**config.mk**
```make
export PLATFORM = sky130hd
export DESIGN_NAME = rice_block_decoder_unit
export DESIGN_NICKNAME = d
export VERILOG_FILES = /design/src/rtl/core/rbd_pkg.sv /design/src/rtl/core/rbd_unmap.sv /design/src/rtl/core/rice_block_decoder_unit.sv
export VERILOG_INCLUDE_DIRS = /design/src /design/src/rtl/core
export SDC_FILE = /design/constraint.sdc
export NUM_CORES = 1
export LEC_CHECK = 0
export ABC_CLOCK_PERIOD_IN_PS = 8400
export BUFFER_PORTS_ARGS = -buffer_cell sky130_fd_sc_hd__buf_2
export CAP_MARGIN = 20
export CORE_UTILIZATION = 55
export DETAILED_ROUTE_END_ITERATION = 7
export PLACE_DENSITY = 0.76
export SLEW_MARGIN = 20
export SYNTH_ARGS = -nofsm -noshare
export SYNTH_HDL_FRONTEND = slang
export SYNTH_SLANG_ARGS = --single-unit
```
**constraint.sdc**
```tcl
create_clock -name clk -period 8.4 [get_ports clk]
set_clock_uncertainty 0.15 [all_clocks]
set_input_delay 1.68 -clock clk [delete_from_list [all_inputs] [get_ports clk]]
set_output_delay 1.68 -clock clk [all_outputs]
set_load 0.005 [all_outputs]
```
**src/rtl/core/rice_block_decoder_unit_defines.svh**
```systemverilog
// ----------------------------------------------------------------------------
// Assertion macros for the Rice block decoder
// Define NO_ASSERTIONS to compile the checks out.
// ----------------------------------------------------------------------------
`ifndef RICE_BLOCK_DECODER_UNIT_DEFINES_SVH
`define RICE_BLOCK_DECODER_UNIT_DEFINES_SVH

`ifndef NO_ASSERTIONS
// antecedent implies consequent in the same cycle
`define RBD_ASSERT_NOW(label, ante, cons) \
  label: assert property (@(posedge clk) disable iff (!rst_n) (ante) |-> (cons)) \
    else $error("rbd check failed");
// antecedent implies consequent in the next cycle
`define RBD_ASSERT_NEXT(label, ante, cons) \
  label: assert property (@(posedge clk) disable iff (!rst_n) (ante) |=> (cons)) \
    else $error("rbd check failed");
`else
`define RBD_ASSERT_NOW(label, ante, cons)
`define RBD_ASSERT_NEXT(label, ante, cons)
`endif

`endif

```
**src/rtl/core/rbd_pkg.sv**
```systemverilog
// ----------------------------------------------------------------------------
// rbd_pkg
// Types and constants shared by the Rice block decoder.
// ----------------------------------------------------------------------------
package rbd_pkg;

  localparam int BLOCK_SIZE_DEF   = 16;
  localparam int REF_BITS_DEF     = 12;
  localparam int CODE_ID_BITS_DEF = 4;
  localparam int WORD_BITS_DEF    = 16;

  localparam int SAMPLE_W = 12;
  localparam int MAP_W    = 16;

  localparam logic [3:0]       SB_MIN   = 4'd8;
  localparam logic [3:0]       SB_MAX   = 4'd12;
  localparam logic [3:0]       SB_RESET = 4'd12;
  localparam logic [MAP_W-1:0] RUN_MAX  = 16'hFFFF;

  localparam logic REG_SAMPLE_BITS = 1'b0;

  typedef enum logic [2:0] {
    PH_REF,
    PH_CODE,
    PH_BACKUP,
    PH_FS,
    PH_SPLIT
  } phase_t;

endpackage

```
**src/rtl/core/rbd_unmap.sv**
```systemverilog
// ----------------------------------------------------------------------------
// rbd_unmap
// Inverse prediction mapper: one mapped value against the running sample.
// ----------------------------------------------------------------------------
module rbd_unmap (
  input  logic [rbd_pkg::MAP_W-1:0]    mapped,
  input  logic [rbd_pkg::SAMPLE_W-1:0] prev,
  input  logic [rbd_pkg::SAMPLE_W-1:0] top,
  output logic [rbd_pkg::SAMPLE_W-1:0] sample
);
  import rbd_pkg::*;

  logic [SAMPLE_W-1:0] theta;
  logic [SAMPLE_W-1:0] room;
  logic [MAP_W:0]      half_odd;
  logic [MAP_W-1:0]    d;
  logic [MAP_W-1:0]    dd;
  logic                in_rng;
  logic [MAP_W:0]      r;

  always_comb begin
    room     = top - prev;
    theta    = (prev < room) ? prev : room;
    half_odd = ({1'b0, mapped} + 17'd1) >> 1;
    d        = mapped[0] ? half_odd[MAP_W-1:0] : {1'b0, mapped[MAP_W-1:1]};
    in_rng   = d <= {{(MAP_W-SAMPLE_W){1'b0}}, theta};
    dd       = mapped - {{(MAP_W-SAMPLE_W){1'b0}}, theta};
    if (in_rng) begin
      r = mapped[0] ? {5'd0, prev} + {1'b0, d} : {5'd0, prev} - {1'b0, d};
    end else begin
      // folded region: direction set by which edge theta came from
      r = (theta == prev) ? {5'd0, prev} + {1'b0, dd} : {5'd0, prev} - {1'b0, dd};
    end
    sample = r[SAMPLE_W-1:0] & top;
  end

endmodule

```
**src/rtl/core/rice_block_decoder_unit.sv**
```systemverilog
// ----------------------------------------------------------------------------
// rice_block_decoder_unit
// Bit-serial Rice block decoder with prediction unmapping.
// ----------------------------------------------------------------------------
// Each accepted word is consumed one bit per cycle, MSB first. When a block
// completes, bit decoding pauses while its BLOCK_SIZE samples are unmapped and
// emitted at one per cycle (longer under output back-pressure); the next word
// is taken once both are done. Mapped values sit in a rotating shift line read
// at its head and written at its tail.
`include "rice_block_decoder_unit_defines.svh"
module rice_block_decoder_unit #(
  parameter int BLOCK_SIZE   = rbd_pkg::BLOCK_SIZE_DEF,
  parameter int REF_BITS     = rbd_pkg::REF_BITS_DEF,
  parameter int CODE_ID_BITS = rbd_pkg::CODE_ID_BITS_DEF,
  parameter int WORD_BITS    = rbd_pkg::WORD_BITS_DEF,
  parameter int IN_TDATA_W   = ((WORD_BITS + 7) / 8) * 8
) (
  input  logic                  clk,
  input  logic                  rst_n,
  input  logic                  in_tvalid,
  output logic                  in_tready,
  input  logic [IN_TDATA_W-1:0] in_tdata,   // word
  input  logic                  in_tlast,   // final_word
  output logic                  out_tvalid,
  input  logic                  out_tready,
  output logic [15:0]           out_tdata,  // sample
  output logic                  out_tuser,  // block_end
  input  logic                  cfg_psel,
  input  logic                  cfg_penable,
  input  logic                  cfg_pwrite,
  input  logic [2:0]            cfg_paddr,
  input  logic [31:0]           cfg_pwdata,
  output logic [31:0]           cfg_prdata,
  output logic                  cfg_pready
);
  import rbd_pkg::*;

  localparam int BC_W = $clog2(REF_BITS + 1);
  localparam int SI_W = $clog2(BLOCK_SIZE);
  localparam int WB_W = $clog2(WORD_BITS);

  // configuration
  logic [3:0] sb_r, sb_nxt;
  logic [3:0] eff_w;
  logic [SAMPLE_W-1:0] top_mask;

  // word feed
  logic [WORD_BITS-1:0] word_r, word_nxt;
  logic [WB_W-1:0]      wcnt_r, wcnt_nxt;
  logic                 busy_r, busy_nxt;
  logic                 fin_r, fin_nxt;

  // decode state
  phase_t               phase_r, phase_nxt;
  logic [BC_W-1:0]      bc_r, bc_nxt;
  logic [MAP_W-1:0]     acc_r, acc_nxt;
  logic [CODE_ID_BITS-1:0] code_r, code_nxt;
  logic [SI_W-1:0]      si_r, si_nxt;
  logic [3:0]           plane_r, plane_nxt;
  logic [MAP_W-1:0]     run_r, run_nxt;
  logic [SAMPLE_W-1:0]  prev_r, prev_nxt;

  // emission
  logic                 emit_r, emit_nxt;
  logic [SI_W-1:0]      eidx_r, eidx_nxt;
  logic                 ovalid_r, ovalid_nxt;
  logic [SAMPLE_W-1:0]  osample_r, osample_nxt;
  logic                 oend_r, oend_nxt;

  // mapped value line, head at index 0
  logic [MAP_W-1:0] line_r [BLOCK_SIZE];
  logic             adv;
  logic [MAP_W-1:0] adv_val;

  logic             bit_in;
  logic             step;
  logic             slot;
  logic             fin_block;
  logic [3:0]       k;
  logic [3:0]       pos;
  logic [MAP_W-1:0] acc_sh;
  logic [SAMPLE_W-1:0] unmapped;
  logic             si_last;

  always_comb begin
    if (sb_r < SB_MIN) eff_w = SB_MIN;
    else if (sb_r > SB_MAX) eff_w = SB_MAX;
    else eff_w = sb_r;
    top_mask = SAMPLE_W'((13'd1 << eff_w) - 13'd1);
  end

  assign cfg_pready = 1'b1;
  assign cfg_prdata = (cfg_paddr[2] == REG_SAMPLE_BITS) ? {28'd0, sb_r} : 32'd0;
  always_comb begin
    sb_nxt = sb_r;
    if (cfg_psel && cfg_penable && cfg_pwrite && cfg_paddr[2] == REG_SAMPLE_BITS)
      sb_nxt = cfg_pwdata[3:0];
  end

  rbd_unmap u_unmap (
    .mapped (line_r[0]),
    .prev   (prev_r),
    .top    (top_mask),
    .sample (unmapped)
  );

  assign in_tready  = !busy_r && !emit_r;
  assign out_tvalid = ovalid_r;
  assign out_tdata  = {{(16-SAMPLE_W){1'b0}}, osample_r};
  assign out_tuser  = oend_r;

  assign slot    = !ovalid_r || out_tready;
  assign step    = busy_r && !emit_r;
  assign bit_in  = word_r[WORD_BITS-1];
  assign k       = 4'(code_r);
  assign pos     = k - 4'd1 - plane_r;
  assign acc_sh  = {acc_r[MAP_W-2:0], bit_in};
  assign si_last = si_r == SI_W'(BLOCK_SIZE - 1);

  // next-state logic of the decode phase
  always_comb begin
    phase_nxt = phase_r;
    fin_block = 1'b0;
    if (step) begin
      case (phase_r)
        PH_REF: begin
          if (bc_r + 1'b1 >= BC_W'(REF_BITS)) phase_nxt = PH_CODE;
        end
        PH_CODE: begin
          if (bc_r + 1'b1 >= BC_W'(CODE_ID_BITS))
            phase_nxt = (6'(acc_sh[CODE_ID_BITS-1:0]) >= 6'(eff_w)) ?
                        PH_BACKUP : PH_FS;
        end
        PH_BACKUP: begin
          if (bc_r + 1'b1 >= BC_W'(eff_w) && si_last) fin_block = 1'b1;
        end
        PH_FS: begin
          if (bit_in && si_last) begin
            if (code_r == '0) fin_block = 1'b1;
            else phase_nxt = PH_SPLIT;
          end
        end
        PH_SPLIT: begin
          if (si_last && 5'(plane_r) + 5'd1 >= 5'(code_r)) fin_block = 1'b1;
        end
        default: phase_nxt = PH_REF;
      endcase
      if (fin_block) phase_nxt = PH_CODE;
      if (wcnt_r == '0 && fin_r) phase_nxt = PH_REF;
    end
  end

  // datapath of the decode phase, word feed and emission outputs
  always_comb begin
    bc_nxt    = bc_r;
    acc_nxt   = acc_r;
    code_nxt  = code_r;
    si_nxt    = si_r;
    plane_nxt = plane_r;
    run_nxt   = run_r;
    prev_nxt  = prev_r;
    adv       = 1'b0;
    adv_val   = line_r[0];
    word_nxt  = word_r;
    wcnt_nxt  = wcnt_r;
    busy_nxt  = busy_r;
    fin_nxt   = fin_r;
    emit_nxt  = emit_r;
    eidx_nxt  = eidx_r;
    ovalid_nxt  = ovalid_r && !out_tready;
    osample_nxt = osample_r;
    oend_nxt    = oend_r;

    if (in_tvalid && in_tready) begin
      word_nxt = in_tdata[WORD_BITS-1:0];
      wcnt_nxt = WB_W'(WORD_BITS - 1);
      busy_nxt = 1'b1;
      fin_nxt  = in_tlast;
    end

    if (emit_r) begin
      if (slot) begin
        ovalid_nxt  = 1'b1;
        osample_nxt = unmapped;
        oend_nxt    = eidx_r == SI_W'(BLOCK_SIZE - 1);
        prev_nxt    = unmapped;
        adv         = 1'b1;
        adv_val     = line_r[0];
        eidx_nxt    = eidx_r + 1'b1;
        if (eidx_r == SI_W'(BLOCK_SIZE - 1)) emit_nxt = 1'b0;
      end
    end else if (step) begin
      word_nxt = word_r << 1;
      wcnt_nxt = wcnt_r - 1'b1;
      case (phase_r)
        PH_REF: begin
          acc_nxt = acc_sh;
          bc_nxt  = bc_r + 1'b1;
          if (bc_r + 1'b1 >= BC_W'(REF_BITS)) begin
            prev_nxt = acc_sh[SAMPLE_W-1:0] & top_mask;
            bc_nxt   = '0;
            acc_nxt  = '0;
          end
        end
        PH_CODE: begin
          acc_nxt = acc_sh;
          bc_nxt  = bc_r + 1'b1;
          if (bc_r + 1'b1 >= BC_W'(CODE_ID_BITS)) begin
            code_nxt  = acc_sh[CODE_ID_BITS-1:0];
            bc_nxt    = '0;
            acc_nxt   = '0;
            si_nxt    = '0;
            plane_nxt = '0;
            run_nxt   = '0;
          end
        end
        PH_BACKUP: begin
          acc_nxt = acc_sh;
          bc_nxt  = bc_r + 1'b1;
          if (bc_r + 1'b1 >= BC_W'(eff_w)) begin
            adv     = 1'b1;
            adv_val = acc_sh;
            bc_nxt  = '0;
            acc_nxt = '0;
            si_nxt  = si_r + 1'b1;
          end
        end
        PH_FS: begin
          if (!bit_in) begin
            if (run_r != RUN_MAX) run_nxt = run_r + 1'b1;
          end else begin
            adv     = 1'b1;
            adv_val = run_r << k;
            run_nxt = '0;
            si_nxt  = si_r + 1'b1;
            if (si_last) begin
              si_nxt    = '0;
              plane_nxt = '0;
            end
          end
        end
        PH_SPLIT: begin
          adv     = 1'b1;
          adv_val = line_r[0];
          adv_val[pos] = bit_in;
          si_nxt  = si_r + 1'b1;
          if (si_last) begin
            si_nxt    = '0;
            plane_nxt = plane_r + 1'b1;
          end
        end
        default: begin
          bc_nxt  = '0;
          acc_nxt = '0;
        end
      endcase
      if (fin_block) begin
        emit_nxt  = 1'b1;
        eidx_nxt  = '0;
        bc_nxt    = '0;
        acc_nxt   = '0;
        si_nxt    = '0;
        plane_nxt = '0;
        run_nxt   = '0;
      end
      if (wcnt_r == '0) begin
        busy_nxt = 1'b0;
        if (fin_r) begin
          bc_nxt    = '0;
          acc_nxt   = '0;
          si_nxt    = '0;
          plane_nxt = '0;
          run_nxt   = '0;
        end
      end
    end
  end

  always_ff @(posedge clk) begin
    if (!rst_n) begin
      sb_r     <= SB_RESET;
      busy_r   <= 1'b0;
      fin_r    <= 1'b0;
      wcnt_r   <= '0;
      phase_r  <= PH_REF;
      bc_r     <= '0;
      acc_r    <= '0;
      code_r   <= '0;
      si_r     <= '0;
      plane_r  <= '0;
      run_r    <= '0;
      prev_r   <= '0;
      emit_r   <= 1'b0;
      eidx_r   <= '0;
      ovalid_r <= 1'b0;
    end else begin
      sb_r     <= sb_nxt;
      busy_r   <= busy_nxt;
      fin_r    <= fin_nxt;
      wcnt_r   <= wcnt_nxt;
      phase_r  <= phase_nxt;
      bc_r     <= bc_nxt;
      acc_r    <= acc_nxt;
      code_r   <= code_nxt;
      si_r     <= si_nxt;
      plane_r  <= plane_nxt;
      run_r    <= run_nxt;
      prev_r   <= prev_nxt;
      emit_r   <= emit_nxt;
      eidx_r   <= eidx_nxt;
      ovalid_r <= ovalid_nxt;
    end
  end

  always_ff @(posedge clk) begin
    word_r    <= word_nxt;
    osample_r <= osample_nxt;
    oend_r    <= oend_nxt;
    if (adv) begin
      for (int i = 0; i < BLOCK_SIZE - 1; i++) line_r[i] <= line_r[i + 1];
      line_r[BLOCK_SIZE-1] <= adv_val;
    end
  end

  `RBD_ASSERT_NOW(a_no_take_while_emit, emit_r, !in_tready)
  `RBD_ASSERT_NEXT(a_emit_ends, emit_r && slot && eidx_r == SI_W'(BLOCK_SIZE - 1),
                   !emit_r && out_tvalid && out_tuser)
  `RBD_ASSERT_NEXT(a_block_starts_emit, step && fin_block, emit_r && eidx_r == '0)

endmodule
```
# Yosys cells after proc, flatten, opt, wreduce, memory -nomap -nowiden
# Memories as Yosys holds them, arrays and structs flattened.
# Index checks and enable logic that the tools add are counted.
[word_totals]
reg_bits = 108
latch_bits = 0
ram_bits = 256
rom_bits = 0
out_inout_bits = 52
word_cells = 201
n_memories = 1
[op_classes]
add_sub_neg = 17
multipliers = 0
div_mod_pow = 0
order_cmp = 11
eq_ne = 14
n_shift = 2
mux = 102
bitwise = 4
reduce_logical = 32
[memory_table]
columns = ["memory", "words", "width", "read_ports", "rd_ports_with_merged_regs", "wr", "line", "text"]
rows = [
  ["line_r", 16, 16, 16, 0, 16, "rice_block_decoder_unit.sv:71", "logic [MAP_W-1:0] line_r [BLOCK_SIZE];"],
]
[op_table]
columns = ["op", "n"]
rows = [
  ["two-way mux 16 bit", 20],
  ["two-way mux 4 bit", 30],
  ["two-way mux 12 bit", 9],
  ["one-hot mux 16 bit (4 select lines)", 1],
  ["one-hot mux 16 bit (3 select lines)", 1],
  ["subtractor 12 bit", 4],
  ["one-hot mux 16 bit (2 select lines)", 1],
  ["one-hot mux 4 bit (4 select lines)", 2],
  ["two-way mux 1 bit", 26],
  ["adder 12 bit", 2],
  ["bitwise AND 12 bit", 2],
  ["two-way mux 3 bit", 6],
  ["adder 16 x 1 -> 17 bit, second input constant", 1],
  ["adder 16 x 1 -> 16 bit, second input constant", 1],
  ["adder 4 x 1 -> 4 bit, second input constant", 4],
  ["bitwise mux 16 bit", 1],
  ["<= comparator 16 x 12 -> 1 bit", 1],
  ["inequality test 16 bit, second input constant", 1],
  ["inequality test 4 bit, second input constant", 4],
  ["left shift 16 x 4 -> 16 bit", 1],
  ["equality test 12 bit", 1],
  ["logical AND 1 bit", 12],
  ["less-than comparator 12 bit", 1],
  ["one-hot mux 3 bit (4 select lines)", 1],
  ["other kinds (33)", 49],
]

# Depth between registers and ports, before layout
# Gate-level depths: netlist of the first run.
[logic_depth]
word_depth = 15
depth_mapped = 46
ltp_nobuf = 43

# Modules after synthesis
# A second synthesis of the first run with hierarchy kept.
[hier_totals]
cells_unflattened = 1626
hier_area_um2 = 18559.0
[by_module_without_submodules]
columns = ["mod", "instances", "cells_each", "area_each_um2"]
rows = [
  ["rice_block_decoder_unit", 1, 1129, 14901.8],
  ["rbd_unmap", 1, 497, 3657.3],
]

# Worst setup path after synthesis of the first run
# No wires, ideal clock.
[synth_timing]
path_kind = "reg-to-reg"
startpoint = "register sb_r[2]"
endpoint = "register prev_r[11]"
setup_time_ns = 0.116
t_arrival_ns = 8.616
path_slack_ns = -0.483
stages_incl_launch_ff = 44
n_path_buf = 3
path_cell_list = "dfxtp_1 and2_1 inv_1 nand2_1 nor2_1 xnor2_1 inv_1 ha_1 or3_1 o31ai_4 xnor2_1 xnor2_1 ha_1 and4_1 a21o_1 o21a_2 nor3_2 buf_6 (+8 left out) o31a_1 buf_2 buf_2 mux2_2 ha_1 a21o_1 a21oi_1 o21ai_0 a21oi_1 nand2b_1 a21boi_0 o31a_1 o41ai_1 xor2_1 or4b_4 o221ai_2 nor3_1 a41o_1"
[synth_between]
elab_chain_len = 15
word_cells_on_any_way = 23
classes_between = "5 x add/sub; 4 x order compare; 1 x eq/ne; 1 x shift; 10 x mux; 2 x bitwise"
[synth_lines]
columns = ["item", "line", "text"]
rows = [
  ["from (decl)", "rice_block_decoder_unit.sv:43", "logic [3:0] sb_r, sb_nxt;"],
  ["from (signal assigned)", "rice_block_decoder_unit.sv:297", "sb_r <= sb_nxt;"],
  ["> comparator 4 bit", "rice_block_decoder_unit.sv:87", "else if (sb_r > SB_MAX) eff_w = SB_MAX;"],
  ["two-way mux 4 bit", "rice_block_decoder_unit.sv:87", ""],
  ["two-way mux 4 bit (*)", "rice_block_decoder_unit.sv:86", "if (sb_r < SB_MIN) eff_w = SB_MIN;"],
  ["left shift 1 x 4 -> 12 bit (*)", "rice_block_decoder_unit.sv:89", "top_mask = SAMPLE_W'((13'd1 << eff_w) - 13'd1);"],
  ["subtractor 12 x 1 -> 12 bit (*)", "rice_block_decoder_unit.sv:89", ""],
  ["subtractor 12 bit", "rbd_unmap.sv:22", "room = top - prev;"],
  ["less-than comparator 12 bit", "rbd_unmap.sv:23", "theta = (prev < room) ? prev : room;"],
  ["two-way mux 12 bit", "rbd_unmap.sv:23", ""],
  ["subtractor 12 bit", "rbd_unmap.sv:27", "dd = mapped - {{(MAP_W-SAMPLE_W){1'b0}}, theta};"],
  ["subtractor 12 bit or adder 12 bit (tied branches)", "rbd_unmap.sv:32", "r = (theta == prev) ? {5'd0, prev} + {1'b0, dd} : {5'd0, prev} - {1'b0, dd};"],
  ["two-way mux 12 bit", "rbd_unmap.sv:32", ""],
  ["two-way mux 12 bit", "rbd_unmap.sv:28", "if (in_rng) begin"],
  ["bitwise AND 12 bit", "rbd_unmap.sv:34", "sample = r[SAMPLE_W-1:0] & top;"],
  ["two-way mux 12 bit", "rice_block_decoder_unit.sv:182", "if (slot) begin"],
  ["two-way mux 12 bit (*)", "rice_block_decoder_unit.sv:181", "if (emit_r) begin"],
  ["to (signal assigned)", "rice_block_decoder_unit.sv:308", "prev_r <= prev_nxt;"],
  ["to (decl)", "rice_block_decoder_unit.sv:61", "logic [SAMPLE_W-1:0] prev_r, prev_nxt;"],
]
# Mark *: on every way between the ends. The rest lies on a longest branch, timed or not. The select of a mux whose other input is x is not followed.
# A chain may end at the register's enable or synchronous reset.

# Final worst setup path of the first run
[layout_timing]
startpoint = "register sb_r[3]"
endpoint = "register prev_r[11]"
# The elaborated chain is that of the path after synthesis.

==> flow_summary.ini, run 1 <==
[cts]
numCtsBuffers = 38
clock_latency_ps = 550
cts_tree = built
clock_path_buffers = 3
htree_num_levels = 2
cts_root_buf = clkbuf_16
path_clk_slew_ps = 60
cts_sinks = 363

[status]
status = complete, no violations

[synth]
avgSynthCellArea_sq_um = 11.2
synth.ff_latch_count = 363
synth-edff-count = 269
yosys.area.top_type = edfxtp_1
ys_types = 91
yosysWarnings = 0
netlist_top_cells_area = edfxtp_1 (45%), dfxtp_1 (11%), ha_1 (5.7%)
synthTopCellsByCount = edfxtp_1 (269), nor2_1 (155), nand2_1 (121)
synth_top_area_share_pct = 45.1
synthFlopType = edfxtp_1
synth.most_common_cell = edfxtp_1
async_flop_share_pct = 0
ys_seq_area_share_pct = 55.6
mappedNetlistArea_sq_um = 17900
syn_inst = 1600

[sta]
hold_violations = 0
post-route-period-util_pct = 98.3
whs_ps = 250
drv_slew = 0
setup_viol = 0
worst_slew_pin_slew_ps = 1070
final.min_clock_period_ps = 8260
max_slew_margin_pct = 28.5
rsz0062_at_grt = true
max_clock_freq_ghz = 0.121

[setup_path]
critPathTopFamily = compound AO/OA/AOI/OAI gates
r2r-end = prev_r[11]
path_max_fanout = 6
cp-endpoint = prev_r[11]
max_stage_delay_ps = 570
critPathRequiredTime_ps = 8680
r2r_start = sb_r[3]
reg2reg_setup_slack_ps = 140
critPathKind = register to register
crit_start = sb_r[3]
arrival_ps = 8540
worst-path-buf-inv = 2
r2r_cells = 37
endpoint_kind = register
slowest_stage = or4b_4
path_depth = 37
start_kind = register

[cells_and_area]
area.growth.synth_to_final_pct = 15.6
diodes = 0
final_nets = 1868
drive_gt1_share_pct = 17.2

[global_route]
grt_use_total_pct = 23.0
antenna_found_initial = 0
grt_pass1_wl_um = 60900
grt_pass1_vias = 11800
grt_max_degree = 151
grt_overflow_total = 0

[detailed_routing]
drcViolationCount = 0
drtIter0Drc = 1222
met2_length_um = 18300
met3WireLength_um = 2170
finalWirelength_um = 38700
wl_per_cell_um = 17.7
via_count = 12600
top_layer_used = met4
drt-met1-wl_um = 17200
viasPerCell = 5.77
ant_nets = 0
firstDrtPassIters = 8

[hold_path]
hold_path_class = register to register
holdPathStages = 0

[power_and_ir_drop]
ir_drop_uv = 173
cellLeakagePower_nw = 7.48
powerDensity_nw_per_um2 = 180
fin_total_pwr_mw = 3.73

[floorplan]
dieArea_sq_um = 33300
start_util_pct = 56.3
io-pin-count = 111
die-width_um = 182
die_h_um = 182
rows = 65
core_sq_um = 31800

[placement]
gp_congestion = 0.923
io_buffers = 47
place_hpwl_um = 26700

[run]
drv_cap = 0
cells by family (layout without fill, tap and decap cells):
kind of cell	count (synthesis)	after routing	share of synthesized area (%)
flops	363	363	55.6
xor+xnor	84	84	4.23
buf+inv	162	275	4.20
simple gates	466	466	12.3
other cells	2	42	0.0420
fa+ha+maj	88	88	6.25
compound gates	376	376	13.8
mux	59	59	3.57
metrics by stage:
step / util, % / instances / TNS [ps] / area (sq um) / worst slack, ps
after floorplan: - / 1640 / -53.0 / 18100 / -53.0
after global placement: 59.6 / 2098 / -229 / 18900 / -144
after detailed placement: 59.6 / 2098 / -820 / 18900 / -373
after CTS: 63.7 / 2174 / 0 / 20300 / 4.31
after global routing: 65.1 / 2188 / -239 / 20700 / -144
final: 65.1 / 2188 / 0 / 20700 / 143
final cells by class:
cell class / count / area [sq um]
Multi-Input combinational cell: 1115 / 7740
Clock inverter: 20 / 180
Sequential cell: 363 / 9960
Fill cell: 2435 / 11100
Timing Repair Buffer: 149 / 1050
Inverter: 57 / 214
Clock buffer: 49 / 1000
Tap cell: 435 / 544
placed cells by master (no fill, tap or decap), types with 15 or more instances in the layout:
cell / instances
edfxtp_1: 269
nor2_1: 150
nand2_1: 119
o21ai_0: 97
buf_4: 96
dfxtp_1: 92
a21oi_1: 86
ha_1: 73
inv_1: 51
xnor2_1: 50
mux2i_1: 48
buf_2: 47
conb_1: 42
clkbuf_16: 39
nor3_1: 33
nand3_1: 31
xor2_1: 26
a22oi_1: 25
nor2b_1: 21
a21o_1: 18
a31oi_1: 18
and3_1: 17
a211oi_1: 15
sequential cells by signal, summed over array words and instances (netlist names):
name	cells
acc_r	15
bc_r	4
busy_r	1
code_r	4
eidx_r	4
emit_r	1
fin_r	1
line_r	256
osample_r	12
out_tuser	1
out_tvalid	1
phase_r	3
plane_r	4
prev_r	12
run_r	16
sb_r	4
si_r	4
wcnt_r	4
word_r	16
what timing repair did:
item / 4_1_cts / 5_1_grt
pin swaps: 16 / 43
cloned: 0 / 1
setup buffers: 7 / 14
hold buffers: 0 / 0
hold endpoints to repair: 0 / 0
setup endpoints to repair: 4 / 7
resized for setup: 20 / 65
worst min-delay path by stage:
| stage | from | to | slack [ps] |
|---|---|---|---|
| finish | line_r[0][61] | line_r[0][45] | 250 |
| global route | line_r[0][61] | line_r[0][45] | 260 |
| CTS | line_r[0][61] | line_r[0][45] | 250 |
| detailed placement | line_r[1][2] | line_r[0][114] | 250 |
| global placement | line_r[0][89] | line_r[0][73] | 250 |
| floorplan | line_r[0][16] | line_r[0][0] | 250 |
metal layers:
layer	global-route usage, %	vias to the layer above
met3	3.35	79
met1	31.1	6119
li1	-	6087
met4	8.07	0
met2	37.9	338
met5	0	-
report_power, final:
| part | switching [mW] | total [mW] | leakage [nW] | internal, mW |
|---|---|---|---|---|
| Sequential | 0.0229 | 1.95 | 3.18 | 1.92 |
| Combinational | 0.103 | 0.182 | 3.72 | 0.0786 |
| Clock | 0.690 | 1.60 | 0.573 | 0.914 |
| Total | 0.816 | 3.73 | 7.48 | 2.92 |
Note: power is estimated with default switching activity, not from simulation.
==> run 2, diff against run 1 <==
--- a/config.mk
+++ b/config.mk
@@ -6,12 +6,13 @@
 export SDC_FILE = /design/constraint.sdc
 export NUM_CORES = 1
 export LEC_CHECK = 0
-export ABC_CLOCK_PERIOD_IN_PS = 8400
+export ABC_CLOCK_PERIOD_IN_PS = 8200
 export BUFFER_PORTS_ARGS = -buffer_cell sky130_fd_sc_hd__buf_2
 export CAP_MARGIN = 20
-export CORE_UTILIZATION = 55
+export CORE_UTILIZATION = 60
+export CTS_BUF_LIST = sky130_fd_sc_hd__clkbuf_8 sky130_fd_sc_hd__clkbuf_16
 export DETAILED_ROUTE_END_ITERATION = 7
-export PLACE_DENSITY = 0.76
+export PLACE_DENSITY = 0.79
 export SLEW_MARGIN = 20
 export SYNTH_ARGS = -nofsm -noshare
 export SYNTH_HDL_FRONTEND = slang
==> constraint.sdc (replaced) <==
create_clock -name clk -period 8.2 [get_ports clk]
set_clock_uncertainty 0.15 [all_clocks]
set_input_delay 1.64 -clock clk [delete_from_list [all_inputs] [get_ports clk]]
set_output_delay 1.64 -clock clk [all_outputs]
set_load 0.005 [all_outputs]
==> flow_summary.ini, run 2 (synthesis results as in run 1) <==
[status]
status = complete, but fails checks
violations = setup timing

[placement]
placed_cells = 2076
gp_congestion = 0.912
pre_cts_slack_ps = -380
place_hpwl_um = 27500
dpl_cell_area_sq_um = 19100
io_buffers = 47

[global_route]
grt_overflow_total = 0
grt_pass1_vias = 12200
grt_use_total_pct = 26.0
grt_pass1_wl_um = 63100
antenna_found_initial = 0
grt_max_degree = 146

[setup_path]
critPathTopFamily = compound AO/OA/AOI/OAI gates
crit_top_cell = a21oi_2
reg2reg_setup_slack_ps = -200
r2r_start = sb_r[3]
critPathKind = register to register
endpoint_kind = register
slowest_stage = or4b_4
path_max_fanout = 5
start_kind = register
arrival_ps = 8670
max_stage_delay_ps = 570
r2r-end = prev_r[11]
r2r_cells = 38
worst-path-buf-inv = 3
critPathRequiredTime_ps = 8470

[sta]
drv_slew = 0
rsz0062_at_grt = true
setup_slack_ps = -203
post-route-period-util_pct = 102
hold_violations = 0
setup_viol = 2
max_clock_freq_ghz = 0.119
whs_ps = 259
max_slew_margin_pct = 32.1
final.min_clock_period_ps = 8400
worst_slew_pin_slew_ps = 1020

[hold_path]
hp-start = line_r[0][113]
holdPathEnd = line_r[0][97]
holdPathStages = 0
hold_path_class = register to register

[floorplan]
core_sq_um = 29000
io-pin-count = 111
start_util_pct = 61.7
dieArea_sq_um = 30500
die_h_um = 175
die-width_um = 175
rows = 62

[cts]
htree_num_levels = 2
cts_tree = built
cts_root_buf = clkbuf_16
cts_sinks = 363
clock_path_buffers = 3
clock_latency_ps = 530
numCtsBuffers = 38
path_clk_slew_ps = 60

[cells_and_area]
largest_reg_flops = 256
diodes = 0
top_register = line_r
final_nets = 1893
final_cell_mix = edfxtp_1 (269), nor2_1 (150), buf_4 (123), nand2_1 (116), o21ai_0 (93)
area.growth.synth_to_final_pct = 16.0
biggestRegsByFlops = line_r x256, run_r x16, word_r x16
final_cells = 2162
finalInstanceArea_sq_um = 20800
utilization_pct = 71.5
drive_gt1_share_pct = 18.2
mostFrequentLayoutCell = edfxtp_1

[power_and_ir_drop]
powerDensity_nw_per_um2 = 185
ir_drop_uv = 147
cellLeakagePower_nw = 7.63

[detailed_routing]
finalWirelength_um = 40700
wl_per_cell_um = 18.8
drtIter0Drc = 1365
ant_nets = 0
firstDrtPassIters = 7
via_count = 12800
drcViolationCount = 0
viasPerCell = 5.94

[run]
drv_cap = 0
run 2: power by group:
group / switching (mW) / total (mW) / leakage, nW / internal, mW
registers: 0.0149 / 1.99 / 3.18 / 1.97
logic: 0.116 / 0.200 / 3.82 / 0.0839
clock network: 0.705 / 1.66 / 0.630 / 0.952
total: 0.835 / 3.84 / 7.63 / 3.01
run 2: cell type report:
cell class                 instances  area [sq um]
clock inverter                    28           203
sequential                       363          9960
inverter                          57           216
fill                            2030          8250
clock buffer                      41          1000
timing repair buffer             174          1200
tap                              384           480
multi-input combinational       1115          7690
run 2: timing repair:
action | in CTS | in global routing
hold buffers | 0 | 0
setup buffers | 7 | 11
gates resized for setup | 19 | 49
endpoints found under the setup margin | 4 | 7
pin swaps | 20 | 32
run 2: per-layer routing:
metal  up-vias  share of wire, %  track usage, %  routed length (um)
met5         -                 0               0                   0
li1       6120                 -               -                   -
met1      6177                42            34.9               17200
met3       101               6.2            3.81                2530
met4         0               3.1            8.66                1260
met2       448                48            43.5               19700
run 2: how the worst max path moves through the flow:
stage                     slack, ps  depth (start not counted)     from         end
after floorplan                 -70                         43  sb_r[3]  prev_r[11]
after global placement         -140                         40  sb_r[3]  prev_r[11]
after detailed placement       -380                         40  sb_r[3]  prev_r[11]
after CTS                         5                         41  sb_r[3]  prev_r[11]
after global routing           -440                         38  sb_r[3]  prev_r[11]
final                          -200                         38  sb_r[3]  prev_r[11]
run 2: stage by stage:
stage | setup TNS (ps) | power (mW)
3_3_place_gp | -225 | 2.20
3_5_place_dp | -734 | 2.21
2_1_floorplan | -72.4 | 2.16
4_1_cts | 0 | 3.86
6_report | -324 | 3.84
5_1_grt | -948 | 3.96
==> run 3, diff against run 2 <==
--- a/config.mk
+++ b/config.mk
@@ -9,10 +9,12 @@
 export ABC_CLOCK_PERIOD_IN_PS = 8200
 export BUFFER_PORTS_ARGS = -buffer_cell sky130_fd_sc_hd__buf_2
 export CAP_MARGIN = 20
-export CORE_UTILIZATION = 60
+export CELL_PAD_IN_SITES_DETAIL_PLACEMENT = 1
+export CELL_PAD_IN_SITES_GLOBAL_PLACEMENT = 2
+export CORE_UTILIZATION = 41
 export CTS_BUF_LIST = sky130_fd_sc_hd__clkbuf_8 sky130_fd_sc_hd__clkbuf_16
 export DETAILED_ROUTE_END_ITERATION = 7
-export PLACE_DENSITY = 0.79
+export PLACE_DENSITY_LB_ADDON = 0.1
 export SLEW_MARGIN = 20
 export SYNTH_ARGS = -nofsm -noshare
 export SYNTH_HDL_FRONTEND = slang
==> flow_summary.ini, run 3 (synthesis results as in run 1) <==
[power_and_ir_drop]
clkPwrFrac_pct = 45.8
power.switching_uw = 897
p_int_mw = 3.15
fin_total_pwr_mw = 4.05
ir_drop_uv = 139
cellLeakagePower_nw = 7.81
pwr-share-comb_pct = 5.1
switching_share_pct = 22.2
powerDensity_nw_per_um2 = 189
seqPwrFrac_pct = 49.0

[cells_and_area]
drive_gt1_share_pct = 20.6
mostFrequentLayoutCell = edfxtp_1
biggestRegsByFlops = line_r x256, run_r x16, word_r x16
final_cell_mix = edfxtp_1 (269), nor2_1 (149), buf_4 (140), nand2_1 (118), o21ai_0 (94)
diodes = 0
fillers = 4676
largest_reg_flops = 256
regArea_sq_um = 9970
utilization_pct = 49.8
area.growth.synth_to_final_pct = 19.9
multiInputGateArea_sq_um = 7750
top_register = line_r
finalInstanceArea_sq_um = 21500
final_nets = 1919

[floorplan]
die-width_um = 211
io-pin-count = 111
die_h_um = 211
core_sq_um = 43100
start_util_pct = 41.5
dieArea_sq_um = 44500
rows = 76

[setup_path]
critPathRequiredTime_ps = 8510
r2r_cells = 41
start_kind = register
critPathKind = register to register
path_max_fanout = 3
r2r_start = sb_r[3]
slowest_stage = or3_4
max_stage_delay_ps = 340
arrival_ps = 8520
r2r-end = prev_r[11]
reg2reg_setup_slack_ps = -10
endpoint_kind = register
crit_start = sb_r[3]

[detailed_routing]
ant_nets = 0
drcViolationCount = 0
firstDrtPassIters = 5
drtIter0Drc = 740
via_count = 12700
viasPerCell = 5.31
wl_per_cell_um = 19.1
finalWirelength_um = 45700

[sta]
rsz0062_at_grt = true
worst_slew_pin_slew_ps = 1090
final.min_clock_period_ps = 8210
hold_violations = 0
timing.setup.tns_ps = -13.5
setup_viol = 1
setup_slack_ps = -13.5
post-route-period-util_pct = 100
drv_slew = 0
max_clock_freq_ghz = 0.122
max_slew_margin_pct = 27.5

[cts]
cts_root_buf = clkbuf_16
numCtsBuffers = 41
htree_num_levels = 2
clock_path_buffers = 3
clock_latency_ps = 560
cts_tree = built
path_clk_slew_ps = 60
cts_sinks = 363

[status]
violations = setup timing
status = complete, but fails checks

[global_route]
grt_use_total_pct = 20.9
grt_overflow_total = 0
grt_pass1_vias = 13100
antenna_found_initial = 0
grt_max_degree = 145
grt_pass1_wl_um = 71800

[placement]
dpl_cell_area_sq_um = 19500
place_hpwl_um = 32500
gp_congestion = 0.838
io_buffers = 47
pre_cts_slack_ps = -626

[run]
drv_cap = 0

[hold_path]
holdPathStages = 0
hp-start = line_r[1][34]
hold_path_class = register to register
holdPathEnd = line_r[1][18]
## run 3: changes by cell type in the layout (fill, tap and decap cells not counted), moves of 4 or more
cell        before  now
buf_4          123  140
inv_1           61   53
ha_1            77   73
o21ai_1         14    8
o21ai_2          3    8
clkinv_2         5    9
clkinvlp_4       2    7
## run 3: metal layers
metal / global-route usage, % / up-vias / part of all wire [%]
li1: - / 6194 / -
met2: 36.4 / 181 / 50
met5: 0 / - / 0
met1: 26.6 / 6258 / 45
met4: 7.62 / 0 / 2.9
met3: 2.45 / 80 / 2.9
## run 3: cell type report
cell class | count | share of cell area, %
Clock inverter | 33 | 1.54
Tap cell | 585 | 3.41
Clock buffer | 42 | 4.84
Inverter | 57 | 1.01
Timing Repair Buffer | 197 | 6.67
Sequential cell | 363 | 46.4
Multi-Input combinational cell | 1115 | 36.1
## run 3: power groups by stage
stage                     combinational (mW)  clock, mW  sequential (mW)
final                                  0.208       1.86             1.99
after CTS                              0.202       1.92             1.99
after global placement                 0.188          0             2.02
after detailed placement               0.194          0             2.02
after floorplan                        0.139          0             2.02
after global routing                   0.232       1.97             1.99
## run 3: worst max path at each step
stage,end,slack [ps],cells past startpoint
after floorplan,prev_r[11],-70,43
after global placement,prev_r[11],-340,42
after detailed placement,prev_r[11],-630,42
after CTS,prev_r[11],3,41
after global routing,prev_r[11],-360,42
final,prev_r[11],-10,41
## run 3: through the flow
stage	std cells	hold slack [ps]
finish	2392	254
global route	2392	259
CTS	2378	254
detailed placement	2288	256
global placement	2288	251
floorplan	1640	250
## run 3: timing repair
| item | CTS | global route |
|---|---|---|
| pin swaps | 36 | 24 |
| hold buffers | 0 | 0 |
| gates resized for setup | 38 | 45 |
| gates cloned | 1 | 0 |
| setup endpoints to repair | 7 | 8 |
| setup buffers | 14 | 15 |
## run 3: critical path, delay by kind of cell (launching register included)
kind / cells / cell delay, ps
AO/OA/AOI/OAI: 14 / 2810
XOR/XNOR: 5 / 870
adder cells (fa/ha/maj): 4 / 960
buffers and inverters: 5 / 610
flip-flops: 1 / 330
multiplexers: 3 / 890
AND/OR/NAND/NOR: 10 / 1490
